==> config.mk <==
export PLATFORM = sky130hd
export DESIGN_NAME = differential_drive_pid_controller
export DESIGN_NICKNAME = d
export VERILOG_FILES = /design/src/rtl/core/dpid_pkg.sv /design/src/rtl/core/dpid_mac.sv /design/src/rtl/core/dpid_div.sv /design/src/rtl/core/differential_drive_pid_controller.sv
export SDC_FILE = /design/constraint.sdc
export NUM_CORES = 2
export LEC_CHECK = 0
export BUFFER_PORTS_ARGS = -buffer_cell sky130_fd_sc_hd__buf_2
export CAP_MARGIN = 10
export CORE_MARGIN = 5
export CORE_UTILIZATION = 55
export CTS_CLUSTER_SIZE = 10
export DETAILED_ROUTE_END_ITERATION = 6
export PLACE_DENSITY = 0.75
export SLEW_MARGIN = 10
export SYNTH_ARGS = -nofsm -noshare
export SYNTH_HDL_FRONTEND = slang
export SYNTH_SLANG_ARGS = --single-unit
==> constraint.sdc <==
create_clock -name clk -period 12.6 [get_ports clk]
set_clock_uncertainty 0.15 [all_clocks]
set_input_delay 1.26 -clock clk [delete_from_list [all_inputs] [get_ports clk]]
set_output_delay 1.26 -clock clk [all_outputs]
set_load 0.01 [all_outputs]
==> src/rtl/core/dpid_pkg.sv <==
// Shared types and constants of the differential-drive PID controller.
// Used by dpid_mac, dpid_div and differential_drive_pid_controller.
// No dependencies.
package dpid_pkg;

	// Default values of the top-level parameters.
	localparam int DEF_MAX_PWM      = 1024;
	localparam int DEF_TICK_RATE_HZ = 1000;
	localparam int DEF_CELL_SIZE_MM = 180;

	// Channel count and datapath widths.
	localparam int NUM_CH = 6;
	localparam int CH_W   = 3;
	localparam int GAIN_W = 16;
	localparam int ERR_W  = 20;
	localparam int SUM_W  = 40;
	localparam int OPB_W  = 41;
	localparam int ACC_W  = 60;

	// Saturation limits of the integral sum, one bit wider than the sum.
	localparam logic signed [SUM_W:0] SUM_MAX = {2'b00, {(SUM_W-1){1'b1}}};
	localparam logic signed [SUM_W:0] SUM_MIN = {2'b11, {(SUM_W-1){1'b0}}};

	// Register indexes on the configuration port.
	localparam logic [2:0] REG_GAINS_LINEAR   = 3'd0;
	localparam logic [2:0] REG_GAINS_ANGULAR  = 3'd1;
	localparam logic [2:0] REG_GAINS_SIDE     = 3'd2;
	localparam logic [2:0] REG_GAINS_FRONT_AN = 3'd3;
	localparam logic [2:0] REG_GAINS_FRONT_DI = 3'd4;
	localparam logic [2:0] REG_GAINS_DIAGONAL = 3'd5;
	localparam logic [2:0] REG_RAMP           = 3'd6;

	// Channel codes, in processing order.
	localparam logic [CH_W-1:0] CH_LINEAR    = 3'd0;
	localparam logic [CH_W-1:0] CH_ANGULAR   = 3'd1;
	localparam logic [CH_W-1:0] CH_SIDE      = 3'd2;
	localparam logic [CH_W-1:0] CH_FRONT_AN  = 3'd3;
	localparam logic [CH_W-1:0] CH_FRONT_DI  = 3'd4;
	localparam logic [CH_W-1:0] CH_DIAGONAL  = 3'd5;

	// PID term codes.
	localparam logic [1:0] TERM_P = 2'd0;
	localparam logic [1:0] TERM_I = 2'd1;
	localparam logic [1:0] TERM_D = 2'd2;

	// Control of the shared multiply-accumulate unit.
	typedef struct packed {
		logic mul_en;
		logic acc_en;
		logic clr;
	} mac_ctrl_t;

endpackage

==> src/rtl/core/dpid_mac.sv <==
// Shared multiply-accumulate unit: registered product, then accumulation.
// Depends on dpid_pkg.
module dpid_mac import dpid_pkg::*; (
	input  logic                     clk,
	input  logic                     arst_n,
	input  mac_ctrl_t                ctrl,
	input  logic signed [GAIN_W-1:0] op_a,
	input  logic signed [OPB_W-1:0]  op_b,
	output logic signed [ACC_W-1:0]  acc
);

	logic signed [GAIN_W+OPB_W-1:0] prod_q;
	logic signed [ACC_W-1:0]        acc_q;

	// Product register, one operand pair per cycle while mul_en is high.
	always_ff @(posedge clk) begin
		if (ctrl.mul_en) begin
			prod_q <= op_a * op_b;
		end
	end

	// Accumulator takes the product of the previous cycle.
	always_ff @(posedge clk or negedge arst_n) begin
		if (!arst_n) begin
			acc_q <= '0;
		end else if (ctrl.clr) begin
			acc_q <= '0;
		end else if (ctrl.acc_en) begin
			acc_q <= acc_q + ACC_W'(prod_q);
		end
	end

	assign acc = acc_q;

endmodule

==> src/rtl/core/dpid_div.sv <==
// Restoring divider, one quotient bit per cycle, for a bounded quotient.
// Depends on dpid_pkg only through the common import style.
module dpid_div import dpid_pkg::*; #(
	parameter int DVW = 42,
	parameter int DSW = 24,
	parameter int QW  = 15
) (
	input  logic           clk,
	input  logic           arst_n,
	input  logic           start,
	input  logic [DVW-1:0] dividend,
	input  logic [DSW-1:0] divisor,
	output logic           busy,
	output logic           done,
	output logic [QW-1:0]  quotient
);

	localparam int CNT_W = $clog2(QW + 1);

	logic [DSW-1:0]   rem_q;
	logic [DSW-1:0]   dvs_q;
	logic [QW-1:0]    quo_q;
	logic [CNT_W-1:0] cnt_q;
	logic             busy_q;
	logic             done_q;
	logic [DSW:0]     trial;
	logic             ge;

	// Trial subtraction of the divisor from the shifted remainder.
	assign trial = {rem_q, quo_q[QW-1]};
	assign ge    = trial >= {1'b0, dvs_q};

	// Data path: the low dividend bits shift out as quotient bits shift in.
	always_ff @(posedge clk) begin
		if (start) begin
			rem_q <= DSW'(dividend >> QW);
			quo_q <= dividend[QW-1:0];
			dvs_q <= divisor;
		end else if (busy_q) begin
			rem_q <= ge ? DSW'(trial - {1'b0, dvs_q}) : trial[DSW-1:0];
			quo_q <= {quo_q[QW-2:0], ge};
		end
	end

	// Step counter and status.
	always_ff @(posedge clk or negedge arst_n) begin
		if (!arst_n) begin
			cnt_q  <= '0;
			busy_q <= 1'b0;
			done_q <= 1'b0;
		end else begin
			done_q <= 1'b0;
			if (start) begin
				cnt_q  <= CNT_W'(QW);
				busy_q <= 1'b1;
			end else if (busy_q) begin
				cnt_q <= cnt_q - 1'b1;
				if (cnt_q == CNT_W'(1)) begin
					busy_q <= 1'b0;
					done_q <= 1'b1;
				end
			end
		end
	end

	assign busy     = busy_q;
	assign done     = done_q;
	assign quotient = quo_q;

endmodule

==> src/rtl/core/differential_drive_pid_controller.sv <==
// Differential-drive PID controller. One input transaction is one control tick: the
// linear speed is ramped, six gated PID channels run on one shared multiply-accumulate
// unit, and the mixed left and right voltages are scaled to PWM by one shared
// iterative divider with QW = max(15, clog2(MAX_PWM+1)+1) quotient bits. A tick passes
// through the ramp division, the channels in turn on the multiplier, one PWM division
// per side, the presentation of the result and the return to idle. The ramp at its
// target skips the ramp division, a side that saturates outright skips its PWM
// division, and a tick with the run flag low clears the ramp and loops and reports zeros.
// The input is not ready while a tick is in work; a finished result waits in an output
// register, and a stalled output holds the next result back. Depends on dpid_pkg,
// dpid_mac, dpid_div.
module differential_drive_pid_controller import dpid_pkg::*; #(
	parameter int MAX_PWM      = DEF_MAX_PWM,
	parameter int TICK_RATE_HZ = DEF_TICK_RATE_HZ,
	parameter int CELL_SIZE_MM = DEF_CELL_SIZE_MM
) (
	input  logic         clk,
	input  logic         arst_n,
	input  logic         s_tvalid,
	output logic         s_tready,
	// mode_flags[6:0], target_speed[22:7], ideal_turn_rate[38:23],
	// wheel_speed_left[54:39], wheel_speed_right[70:55], gyro_rate[86:71],
	// side_error[102:87], front_angle_error[118:103], diag_err[134:119],
	// wall_distance[150:135], wanted_wall_distance[165:151], battery_mv[181:166]
	input  logic [183:0] s_tdata,
	output logic         m_tvalid,
	input  logic         m_tready,
	// drive_left[11:0], drive_right[23:12], ramped_speed[39:24], drive_clipped[40]
	output logic [47:0]  m_tdata,
	input  logic         psel,
	input  logic         penable,
	input  logic         pwrite,
	input  logic [5:0]   paddr,
	input  logic [63:0]  pwdata,
	output logic [63:0]  prdata,
	output logic         pready
);

	localparam int MPW = $clog2(MAX_PWM + 1);
	localparam int QW  = (MPW + 1 > 15) ? MPW + 1 : 15;
	localparam int DSW = ($clog2(TICK_RATE_HZ + 1) > 24) ? $clog2(TICK_RATE_HZ + 1) : 24;
	localparam int DVW = 25 + MPW;

	localparam logic [3:0] S_IDLE    = 4'd0;
	localparam logic [3:0] S_RAMP    = 4'd1;
	localparam logic [3:0] S_RAMP_W  = 4'd2;
	localparam logic [3:0] S_CH      = 4'd3;
	localparam logic [3:0] S_CH_ACC  = 4'd4;
	localparam logic [3:0] S_CH_END  = 4'd5;
	localparam logic [3:0] S_PWM     = 4'd6;
	localparam logic [3:0] S_PWM_DIV = 4'd7;
	localparam logic [3:0] S_PWM_W   = 4'd8;
	localparam logic [3:0] S_DONE    = 4'd9;

	// Configuration registers.
	logic [47:0] gains_q [NUM_CH];
	logic [59:0] ramp_cfg_q;

	// Sequencer and working state.
	logic [3:0]      state_q;
	logic [CH_W-1:0] ch_q;
	logic [1:0]      term_q;
	logic            side_q;
	logic            up_q;
	logic [183:0]    din_q;

	logic signed [15:0]      ramp_q;
	logic signed [ERR_W-1:0] prev_q [NUM_CH];
	logic signed [SUM_W-1:0] sum_q  [NUM_CH];
	logic signed [ACC_W-1:0] lin_q;
	logic signed [ACC_W-1:0] ang_q;
	logic signed [ACC_W:0]   v_q;
	logic [11:0]             res_l_q;
	logic [11:0]             res_r_q;
	logic                    clip_q;
	logic                    m_tvalid_q;
	logic [47:0]             m_tdata_q;

	// Fields of the latched tick.
	logic [6:0]         mode;
	logic signed [15:0] target;
	logic signed [15:0] turn;
	logic signed [15:0] whl_l;
	logic signed [15:0] whl_r;
	logic signed [15:0] gyro;
	logic signed [15:0] side_err;
	logic signed [15:0] fa_err;
	logic signed [15:0] diag_err;
	logic [15:0]        wall;
	logic [14:0]        wanted;
	logic [15:0]        batt;
	logic [15:0]        batt_eff;

	assign mode     = din_q[6:0];
	assign target   = $signed(din_q[22:7]);
	assign turn     = $signed(din_q[38:23]);
	assign whl_l    = $signed(din_q[54:39]);
	assign whl_r    = $signed(din_q[70:55]);
	assign gyro     = $signed(din_q[86:71]);
	assign side_err = $signed(din_q[102:87]);
	assign fa_err   = $signed(din_q[118:103]);
	assign diag_err = $signed(din_q[134:119]);
	assign wall     = din_q[150:135];
	assign wanted   = din_q[165:151];
	assign batt     = din_q[181:166];
	assign batt_eff = (batt == 16'd0) ? 16'd1 : batt;

	logic in_fire;
	logic cfg_wr;
	assign in_fire = s_tvalid && s_tready;
	assign cfg_wr  = psel && penable && pwrite && pready;

	// Configuration writes and reads.
	always_ff @(posedge clk or negedge arst_n) begin
		if (!arst_n) begin
			for (int i = 0; i < NUM_CH; i++) begin
				gains_q[i] <= '0;
			end
			ramp_cfg_q <= '0;
		end else if (cfg_wr) begin
			if (paddr[5:3] == REG_RAMP) begin
				ramp_cfg_q <= pwdata[59:0];
			end else if (paddr[5:3] < REG_RAMP) begin
				gains_q[paddr[5:3]] <= pwdata[47:0];
			end
		end
	end

	always_comb begin
		case (paddr[5:3])
			REG_GAINS_LINEAR:   prdata = {16'd0, gains_q[CH_LINEAR]};
			REG_GAINS_ANGULAR:  prdata = {16'd0, gains_q[CH_ANGULAR]};
			REG_GAINS_SIDE:     prdata = {16'd0, gains_q[CH_SIDE]};
			REG_GAINS_FRONT_AN: prdata = {16'd0, gains_q[CH_FRONT_AN]};
			REG_GAINS_FRONT_DI: prdata = {16'd0, gains_q[CH_FRONT_DI]};
			REG_GAINS_DIAGONAL: prdata = {16'd0, gains_q[CH_DIAGONAL]};
			REG_RAMP:           prdata = {4'd0, ramp_cfg_q};
			default:            prdata = '0;
		endcase
	end

	assign pready = 1'b1;

	// Ramp acceleration choice.
	logic [14:0] soft_acc;
	logic [14:0] hard_acc;
	logic [14:0] knee;
	logic [14:0] brake_acc;
	logic        ramp_up;
	logic        below_knee;
	logic [14:0] accel;

	assign soft_acc   = ramp_cfg_q[14:0];
	assign hard_acc   = ramp_cfg_q[29:15];
	assign knee       = ramp_cfg_q[44:30];
	assign brake_acc  = ramp_cfg_q[59:45];
	assign ramp_up    = ramp_q < target;
	assign below_knee = 17'(ramp_q) < $signed({2'b00, knee});
	assign accel      = ramp_up ? (((knee == 15'd0) || below_knee) ? hard_acc : soft_acc)
	                            : brake_acc;

	// Shared divider.
	logic           div_start;
	logic [DVW-1:0] div_dividend;
	logic [DSW-1:0] div_divisor;
	logic           div_busy;
	logic           div_done;
	logic [QW-1:0]  div_quot;

	// Magnitude of the voltage being scaled and the outright saturation test.
	logic [ACC_W:0] mag;
	logic           big;
	assign mag = v_q[ACC_W] ? (ACC_W+1)'(-v_q) : v_q;
	assign big = mag >= (ACC_W+1)'({batt_eff, 9'd0});

	always_comb begin
		if (state_q == S_RAMP) begin
			div_dividend = DVW'(accel);
			div_divisor  = DSW'(TICK_RATE_HZ);
		end else begin
			div_dividend = DVW'(mag[24:0]) * DVW'(MAX_PWM);
			div_divisor  = DSW'({batt_eff, 8'd0});
		end
	end

	assign div_start = ((state_q == S_RAMP) && (ramp_q != target)) ||
	                   ((state_q == S_PWM_DIV) && !big);

	dpid_div #(
		.DVW (DVW),
		.DSW (DSW),
		.QW  (QW)
	) u_div (
		.clk      (clk),
		.arst_n   (arst_n),
		.start    (div_start),
		.dividend (div_dividend),
		.divisor  (div_divisor),
		.busy     (div_busy),
		.done     (div_done),
		.quotient (div_quot)
	);

	// Ramp step after the division, clamped at the target.
	logic signed [17:0] ramp_step;
	logic signed [17:0] ramp_new;
	logic signed [15:0] ramp_next;
	assign ramp_step = $signed({3'b000, div_quot[14:0]});
	assign ramp_new  = up_q ? 18'(ramp_q) + ramp_step : 18'(ramp_q) - ramp_step;
	always_comb begin
		if (up_q && (ramp_new > 18'(target))) begin
			ramp_next = target;
		end else if (!up_q && (ramp_new < 18'(target))) begin
			ramp_next = target;
		end else begin
			ramp_next = ramp_new[15:0];
		end
	end

	// Error and gate of the current channel.
	logic signed [ERR_W-1:0] e_cur;
	logic                    on_cur;
	always_comb begin
		case (ch_q)
			CH_LINEAR: begin
				e_cur  = (ERR_W'(ramp_q) <<< 1) - (ERR_W'(whl_l) + ERR_W'(whl_r));
				on_cur = mode[1];
			end
			CH_ANGULAR: begin
				e_cur  = ERR_W'(turn) + ERR_W'(gyro);
				on_cur = mode[2];
			end
			CH_SIDE: begin
				e_cur  = ERR_W'(side_err);
				on_cur = mode[3];
			end
			CH_FRONT_AN: begin
				e_cur  = ERR_W'(fa_err);
				on_cur = mode[4];
			end
			CH_FRONT_DI: begin
				e_cur  = $signed(ERR_W'(wall)) - $signed(ERR_W'(wanted));
				on_cur = mode[5] && (wanted != 15'd0) && (32'(wall) < CELL_SIZE_MM);
			end
			CH_DIAGONAL: begin
				e_cur  = ERR_W'(diag_err);
				on_cur = mode[6];
			end
			default: begin
				e_cur  = '0;
				on_cur = 1'b0;
			end
		endcase
	end

	// Saturated integral and difference terms.
	logic signed [SUM_W:0]   s_wide;
	logic signed [SUM_W-1:0] s_sat;
	logic signed [ERR_W:0]   d_cur;
	assign s_wide = (SUM_W+1)'(sum_q[ch_q]) + (SUM_W+1)'(e_cur);
	assign d_cur  = (ERR_W+1)'(e_cur) - (ERR_W+1)'(prev_q[ch_q]);
	always_comb begin
		if (s_wide > SUM_MAX) begin
			s_sat = SUM_MAX[SUM_W-1:0];
		end else if (s_wide < SUM_MIN) begin
			s_sat = SUM_MIN[SUM_W-1:0];
		end else begin
			s_sat = s_wide[SUM_W-1:0];
		end
	end

	// Operand selection for the shared multiply-accumulate unit.
	logic signed [GAIN_W-1:0] op_a;
	logic signed [OPB_W-1:0]  op_b;
	logic [47:0]              g_cur;
	mac_ctrl_t                mac_ctrl;
	logic signed [ACC_W-1:0]  mac_acc;

	assign g_cur = gains_q[ch_q];
	always_comb begin
		case (term_q)
			TERM_P: begin
				op_a = $signed(g_cur[15:0]);
				op_b = OPB_W'(e_cur);
			end
			TERM_I: begin
				op_a = $signed(g_cur[31:16]);
				op_b = OPB_W'(s_sat);
			end
			TERM_D: begin
				op_a = $signed(g_cur[47:32]);
				op_b = OPB_W'(d_cur);
			end
			default: begin
				op_a = '0;
				op_b = '0;
			end
		endcase
		if (!on_cur) begin
			op_b = '0;
		end
	end

	assign mac_ctrl.mul_en = (state_q == S_CH);
	assign mac_ctrl.acc_en = ((state_q == S_CH) && (term_q != TERM_P)) ||
	                         (state_q == S_CH_ACC);
	assign mac_ctrl.clr    = (state_q == S_RAMP) || (state_q == S_RAMP_W) ||
	                         (state_q == S_CH_END);

	dpid_mac u_mac (
		.clk    (clk),
		.arst_n (arst_n),
		.ctrl   (mac_ctrl),
		.op_a   (op_a),
		.op_b   (op_b),
		.acc    (mac_acc)
	);

	// PWM magnitude, sign and saturation flag of the side being finished.
	logic              q_over;
	logic [QW-1:0]     pwm_mag;
	logic signed [QW:0] pwm_val;
	logic              pwm_clip;
	logic              pwm_wr;
	assign q_over   = div_quot > QW'(MAX_PWM);
	assign pwm_mag  = ((state_q == S_PWM_DIV) || q_over) ? QW'(MAX_PWM) : div_quot;
	assign pwm_val  = v_q[ACC_W] ? -$signed({1'b0, pwm_mag}) : $signed({1'b0, pwm_mag});
	assign pwm_clip = (state_q == S_PWM_DIV) || q_over;
	assign pwm_wr   = ((state_q == S_PWM_DIV) && big) || ((state_q == S_PWM_W) && div_done);

	logic out_free;
	assign out_free = !m_tvalid_q || m_tready;
	assign s_tready = (state_q == S_IDLE);

	// Tick latch (payload only) and the mixed voltage of the side being scaled.
	always_ff @(posedge clk) begin
		if (in_fire) begin
			din_q <= s_tdata;
		end
		if (state_q == S_PWM) begin
			v_q <= side_q ? (ACC_W+1)'(lin_q) - (ACC_W+1)'(ang_q)
			              : (ACC_W+1)'(lin_q) + (ACC_W+1)'(ang_q);
		end
	end

	// Sequencer and controller state.
	always_ff @(posedge clk or negedge arst_n) begin
		if (!arst_n) begin
			state_q <= S_IDLE;
			ch_q    <= '0;
			term_q  <= TERM_P;
			side_q  <= 1'b0;
			up_q    <= 1'b0;
			ramp_q  <= '0;
			lin_q   <= '0;
			ang_q   <= '0;
			res_l_q <= '0;
			res_r_q <= '0;
			clip_q  <= 1'b0;
			for (int i = 0; i < NUM_CH; i++) begin
				prev_q[i] <= '0;
				sum_q[i]  <= '0;
			end
		end else begin
			case (state_q)
				S_IDLE: begin
					if (in_fire) begin
						if (!s_tdata[0]) begin
							// Run flag low: clear the ramp, the loops and the results and report zeros.
							ramp_q  <= '0;
							res_l_q <= '0;
							res_r_q <= '0;
							clip_q  <= 1'b0;
							for (int i = 0; i < NUM_CH; i++) begin
								prev_q[i] <= '0;
								sum_q[i]  <= '0;
							end
							state_q <= S_DONE;
						end else begin
							state_q <= S_RAMP;
						end
					end
				end
				S_RAMP: begin
					ch_q   <= '0;
					term_q <= TERM_P;
					side_q <= 1'b0;
					lin_q  <= '0;
					ang_q  <= '0;
					clip_q <= 1'b0;
					up_q   <= ramp_up;
					state_q <= (ramp_q != target) ? S_RAMP_W : S_CH;
				end
				S_RAMP_W: begin
					if (div_done) begin
						ramp_q  <= ramp_next;
						state_q <= S_CH;
					end
				end
				S_CH: begin
					term_q <= term_q + 2'd1;
					if (term_q == TERM_D) begin
						state_q <= S_CH_ACC;
					end
				end
				S_CH_ACC: begin
					state_q <= S_CH_END;
				end
				S_CH_END: begin
					// Fold the channel into the linear or angular voltage.
					case (ch_q)
						CH_LINEAR:   lin_q <= lin_q + (mac_acc >>> 1);
						CH_ANGULAR:  ang_q <= ang_q + (mac_acc >>> 11);
						CH_FRONT_DI: lin_q <= lin_q + mac_acc;
						default:     ang_q <= ang_q + mac_acc;
					endcase
					prev_q[ch_q] <= on_cur ? e_cur : '0;
					sum_q[ch_q]  <= on_cur ? s_sat : '0;
					term_q <= TERM_P;
					if (ch_q == CH_DIAGONAL) begin
						state_q <= S_PWM;
					end else begin
						ch_q    <= ch_q + 1'b1;
						state_q <= S_CH;
					end
				end
				S_PWM: begin
					state_q <= S_PWM_DIV;
				end
				S_PWM_DIV: begin
					state_q <= big ? (side_q ? S_DONE : S_PWM) : S_PWM_W;
					if (big) begin
						side_q <= 1'b1;
					end
				end
				S_PWM_W: begin
					if (div_done) begin
						side_q  <= 1'b1;
						state_q <= side_q ? S_DONE : S_PWM;
					end
				end
				S_DONE: begin
					if (out_free) begin
						state_q <= S_IDLE;
					end
				end
				default: begin
					state_q <= S_IDLE;
				end
			endcase
			// Store one side's PWM result.
			if (pwm_wr) begin
				if (side_q) begin
					res_r_q <= pwm_val[11:0];
				end else begin
					res_l_q <= pwm_val[11:0];
				end
				clip_q <= clip_q | pwm_clip;
			end
		end
	end

	// Output register.
	always_ff @(posedge clk or negedge arst_n) begin
		if (!arst_n) begin
			m_tvalid_q <= 1'b0;
		end else if ((state_q == S_DONE) && out_free) begin
			m_tvalid_q <= 1'b1;
		end else if (m_tready) begin
			m_tvalid_q <= 1'b0;
		end
	end

	always_ff @(posedge clk) begin
		if ((state_q == S_DONE) && out_free) begin
			m_tdata_q <= {7'd0, clip_q, ramp_q, res_r_q, res_l_q};
		end
	end

	assign m_tvalid = m_tvalid_q;
	assign m_tdata  = m_tdata_q;

`ifndef NO_ASSERTIONS
	// A new tick is never taken while the divider is still iterating.
	a_idle_div: assert property (@(posedge clk) disable iff (!arst_n)
		s_tready |-> !div_busy) else $error("tick accepted with divider busy");

	// The divider only finishes while the sequencer waits for it.
	a_div_wait: assert property (@(posedge clk) disable iff (!arst_n)
		div_done |-> ((state_q == S_RAMP_W) || (state_q == S_PWM_W)))
		else $error("divider result with no waiting state");

	// Leaving the done state always presents a result.
	a_done_out: assert property (@(posedge clk) disable iff (!arst_n)
		((state_q == S_DONE) && out_free) |=> m_tvalid)
		else $error("result not presented");

	// Multiplier is only used while a channel is in work.
	a_mac_use: assert property (@(posedge clk) disable iff (!arst_n)
		mac_ctrl.mul_en |-> (ch_q <= CH_DIAGONAL))
		else $error("multiplier used outside channel range");
`endif

endmodule

After elaboration in Yosys (flattened, before gate mapping)
Index checks and enable logic that the tools add are counted.

Word-level logic and storage cells: 278. Input port bits: 261. Output and inout bits: 115. Register bits after elaboration: 1351.

$lt $le $gt $ge: 15. Reduce and logical (&&, ||, !) cells: 55. Equality and inequality tests: 36. Bitwise gates (word level): 4. Mux-type cells: 102. Multiply operators: 1. Add/subtract/negate cells: 21.

Operator list (number): $mux 240 (2); $pmux 240 s2 (1); $pmux 60 s2 (4); $pmux 60 s7 (1); $bwmux 288 (1); $bwmux 240 (1); $mux 120 (2); $mux 40 (6); $pmux 120 s2 (1); $bmux 48 s3 (1); $demux 48 s3 (1); $mux 12 (12); $mux 48 (3); $pmux 41 s3 (1); $mux 61 (2); $add 60x60->60 (2); $bmux 40 s3 (1); $bwmux 120 (1); $demux 40 s3 (1); $mux 60 (2); $pmux 20 s6 (1); $mux 16 (6); $mux 20 (4); $add 60x60->61 (1); 82 further kinds (176).

Depth between registers and ports, before layout
Depth in word-level cells: 11. Mapped depth: 53. Depth with buffers taken out: 51.

Hierarchy
A second synthesis with hierarchy kept.

Cell total of the unflattened synthesis: 11000. Area, all modules: 105391.1 um^2.

Modules (own cells, without submodules): differential_drive_pid_controller (times used 1, area an instance 71083.2 um^2, cells an instance 7185, sequential area each 30244.0 um^2); dpid_mac (times used 1, area an instance 30018.8 um^2, cells an instance 3401, sequential area each 3213.1 um^2); dpid_div (times used 1, area an instance 4289.1 um^2, cells an instance 414, sequential area each 2011.9 um^2).

Least setup slack after synthesis
Ideal clock, no wire load.

Path type: register -> register. From: reg ramp_q[7]. To: reg u_mac.prod_q[56] (data pin). Buffers on the path: 5. Arrival time: 11.854 ns. Data required time: 12.190 ns. Cell stages (with the launch flop): 51. Library setup time: 0.260 ns. Clock period less this slack: 12.264 ns. Slack: 0.336 ns. Cells stage by stage: dfrtp_1 > fa_1 > ha_1 > a21o_1 > a21o_1 > a22o_1 > a21oi_1 > a21oi_1 > a211o_1 > xnor2_1 > o21bai_1 > and2_1 > ha_1 > clkbuf_1 > and3_1 > and3_1 > and3_1 > and2_1 > (+15 left out) > inv_1 > fa_1 > fa_1 > inv_1 > fa_1 > inv_1 > ha_1 > clkbuf_1 > o21ai_0 > a21oi_1 > a21boi_0 > or4_1 > a21oi_1 > o21bai_1 > a31oi_1 > o2111ai_1 > a32oi_1 > xnor2_1.

Longest elaborated chain between the ends: 9. Elaborated cells between the ends (all ways): 11. Classes of those cells: add/sub (3); mul (1); order compare (2); mux (5).

Ends and longest elaborated chain: from (decl) (line differential_drive_pid_controller.sv:67) `logic signed [15:0] ramp_q;`; from (signal assigned) (line differential_drive_pid_controller.sv:396) `ramp_q <= ramp_next;`; $sub 17x17->18 * (line differential_drive_pid_controller.sv:226) `e_cur = (ERR_W'(ramp_q) <<< 1) - (ERR_W'(whl_l) + ERR_W'(whl_r));`; $pmux 20 s6 * (line differential_drive_pid_controller.sv:224) `case (ch_q)`; $add 40x20->41 (line differential_drive_pid_controller.sv:260) `assign s_wide = (SUM_W+1)'(sum_q[ch_q]) + (SUM_W+1)'(e_cur);`; $lt 41x40->1 (line differential_drive_pid_controller.sv:265) `end else if (s_wide < SUM_MIN) begin`; $mux 40 (line differential_drive_pid_controller.sv:265); $mux 40 (line differential_drive_pid_controller.sv:263) `if (s_wide > SUM_MAX) begin`; $pmux 41 s3 * (line differential_drive_pid_controller.sv:281) `case (term_q)`; $mux 41 * (line differential_drive_pid_controller.sv:299) `if (!on_cur) begin`; $mul 16x41->57 * (line dpid_mac.sv:18) `prod_q <= op_a * op_b;`; to (signal assigned) (line dpid_mac.sv:18); to (decl) (line dpid_mac.sv:12) `logic signed [GAIN_W+OPB_W-1:0] prod_q;`.

Mark *: on every way between the ends. The rest lies on a longest branch, timed or not. A chain may end at the register's enable or synchronous reset.

Worst setup path in the final report
From: reg din_q[39]. To: reg u_mac.prod_q[31] (data pin).

Longest elaborated chain between the ends: 10. Elaborated cells between the ends (all ways): 12. Classes of those cells: add/sub (4); mul (1); order compare (2); mux (5).

Ends and longest elaborated chain: from (decl) (line differential_drive_pid_controller.sv:65) `logic [183:0] din_q;`; from (signal assigned) (line differential_drive_pid_controller.sv:338) `din_q <= s_tdata;`; $add 16x16->17 * (line differential_drive_pid_controller.sv:226); $sub 17x17->18 * (line differential_drive_pid_controller.sv:226); $pmux 20 s6 * (line differential_drive_pid_controller.sv:224); $add 40x20->41 (line differential_drive_pid_controller.sv:260); $lt 41x40->1 (line differential_drive_pid_controller.sv:265); $mux 40 (line differential_drive_pid_controller.sv:265); $mux 40 (line differential_drive_pid_controller.sv:263); $pmux 41 s3 * (line differential_drive_pid_controller.sv:281); $mux 41 * (line differential_drive_pid_controller.sv:299); $mul 16x41->57 * (line dpid_mac.sv:18).

Marks and branches as above.

==> flow_metrics.tcl <==
set metrics [dict create \
    critPathMaxStageDelay_ns 0.70 \
    min_path_type "reg2reg" \
    cp_max_fo 10 \
    final_nets 13200 \
    cp_slowest_cell "fa_1" \
    met3_length_um 37900 \
    fill_cells 15600 \
    clock_tree.root_cell "clkbuf_16" \
    ys_seq_area_share_pct 33.8 \
    cp-start-kind "register" \
    syn_area_per_cell_um2 9.41 \
    areaGrowthSynthToFinish_pct 13.8 \
    slew_headroom_pct 4.18 \
    drt_wl_total_um 366000 \
    place.gp.congestion 1.00 \
    routed.top_layer "met5" \
    io_buffer_count 354 \
    drtIter0Drc 9931 \
    ys_ff_latch 1331 \
    ys_types 99 \
    max_freq_ghz 0.0817 \
    layout-drive-gt1-share_pct 16.2 \
    holdWs_ns 0.297 \
    grt_pass1_wl_um 555000 \
    worstSkewPairLatency_ns 0.85 \
    vias 91400 \
    cts_buffers 159 \
    dp_cells 14100 \
    synth_edf_count 393 \
    grt_usage_pct 36.2 \
    tightest_slew_ns 1.40 \
    final_cell_mix "nand2_1 (1,222), inv_1 (998), dfrtp_1 (931), nor2_1 (759), buf_4 (677)" \
    yosysWarnings 0 \
    post-dp-hpwl_um 274000 \
    cts_buffer_depth 3 \
    htree_levels 4 \
    rows 159 \
    setup-violations-final 0 \
    wl_per_cell_um 25.5 \
    drt-met1-wl_um 145000 \
    arrival_ns 12.66 \
    critPathKind "reg2reg" \
    cpMostUsedCell "fa_1" \
    required_ns 13.02 \
    fin_cells 14400 \
    path_clk_slew_ns 0.06 \
    ant_nets 0 \
    violations "DRC" \
    pin_count 376 \
    netlist_area_um2 104000 \
    first_pass_iters 7 \
    grt_pass1_vias 91600 \
    status "finished, violations left" \
    drc 7 \
    async_flop_share_pct 70.2 \
    grt_overflow 0 \
    vias_per_cell 6.36 \
    die_area_um2 198000 \
    die_h_um 446 \
    start_util_pct 55.4 \
    ys.flop_type "dfrtp_1" \
    slew_violations 0 \
    hold_buffers 0 \
    cap_violations 0 \
    period_share_pct 97.2 \
    antenna_found_initial 31 \
    die_width_um 446 \
    core_um2 188000 \
    met2_length_um 159000 \
    cts.sinks 1331 \
    end_kind "register" \
    period_minus_slack_ns 12.24 \
    layout_commonest_cell "nand2_1" \
    grt_max_degree 202 \
    final_hold_viol_count 0 \
    cts_tree "built" \
    synthCells 11100 \
]
cell families (layout without fill, tap and decap cells):
group	after synthesis	count (layout)	synth area share [%]
adders and majority gates	1236	1236	19.3
xor gates and xnor gates	477	477	4.00
and+or+nand+nor	3026	3026	13.1
DFF	1331	1331	33.8
AOI/OAI and AO/OA	2930	2930	18.7
other	2	35	0.00720
buffers and inverters	1575	2322	5.75
muxes	514	514	5.38
worst max-delay path, delay by kind of cell (launching register included):
family	cells	cell delay, ns
fa+ha+maj	11	4.53
xor+xnor	3	0.54
buf+inv	10	1.33
compound gates	18	3.24
flops	1	0.32
simple gates	9	1.79
state kept, by name (all words and copies together) (netlist names), 60 cells and up:
name / flops
gains_q: 288
sum_q: 240
din_q: 181
prev_q: 108
v_q: 61
ang_q: 60
lin_q: 60
ramp_cfg_q: 60
u_mac.acc: 60
through the flow:
stage | setup TNS [ns] | setup WS, ns | utilization, % | area, µm²
finish | 0 | 0.358 | 63.1 | 119000
global route | -0.687 | -0.0886 | 63.1 | 119000
global placement | -3.26 | -0.343 | 59.9 | 113000
CTS | 0 | 0.0120 | 62.5 | 118000
floorplan | 0 | 0.336 | - | 104000
detailed placement | -3.28 | -0.363 | 59.9 | 113000
final timing paths:
check	end	cells past startpoint	slack [ns]	start
max	u_mac.prod_q[31]$_DFFE_PP_	51	0.36	din_q[39]$_DFFE_PP_
min	m_tdata[10]$_DFFE_PP_	0	0.30	res_l_q[10]$_DFF_PN0_
max reg2reg	u_mac.prod_q[31]$_DFFE_PP_	51	0.36	din_q[39]$_DFFE_PP_
min reg2reg	m_tdata[10]$_DFFE_PP_	0	0.30	res_l_q[10]$_DFF_PN0_
max in group asynchronous	res_r_q[7]$_DFF_PN0_	3	9.28	arst_n
min in group asynchronous	gains_q[152]$_DFFE_PN0P_	1	0.36	arst_n
cells in the mapped netlist (42+ instances only):
library cell,number,share of area [%]
edfxtp_1,393,11
o221ai_1,58,0.49
buf_1,85,0.31
nor3_1,128,0.61
a211oi_1,51,0.37
nand4_1,91,0.55
nand3_1,235,1.1
fa_1,629,12
nor4_1,52,0.31
xnor2_1,315,2.6
nand2_1,1227,4.4
nor2_1,786,2.8
nand2b_1,119,0.71
mux2i_1,153,1.5
o21a_1,70,0.50
inv_1,999,3.6
o22ai_1,70,0.42
o31ai_1,42,0.30
a21oi_1,632,3.0
clkbuf_1,464,1.7
ha_1,592,7.1
a31oi_1,90,0.54
a221oi_1,45,0.38
xor2_1,162,1.4
dfrtp_1,935,22
nor2b_1,71,0.43
a22o_1,302,2.5
and2_1,72,0.43
a21o_1,257,1.8
and3_1,77,0.46
a22oi_1,202,1.5
o21ai_0,681,3.3
mux2_2,355,3.8
o21bai_1,66,0.47
layer usage:
metal | up-vias | global-route usage [%]
li1 | 40400 | -
met1 | 45100 | 47.7
met2 | 4767 | 54.8
met3 | 1037 | 9.43
met4 | 14 | 20.2
met5 | - | 0.216
timing repair:
item                                    in CTS  in global routing
setup buffers                                5                 24
gates resized for setup                     33                182
endpoints found under the setup margin      23                 37
cloned                                       0                  1
pin swaps                                   17                 88
final cells by class:
class,count,area (µm²),area share [%]
diodes,23,57.6,0.0485
clock buffers,231,4410,3.71
clock inverters,25,452,0.380
inverters,1004,3770,3.18
multi-input cells,8195,64300,54.1
flip-flops and latches,1331,35300,29.7
well taps,2495,3120,2.63
repair buffers,1062,7370,6.21
Power is left out: the tool's default activity adds up to more than one toggle a clock period on the data nets, which glitch-free logic cannot reach.
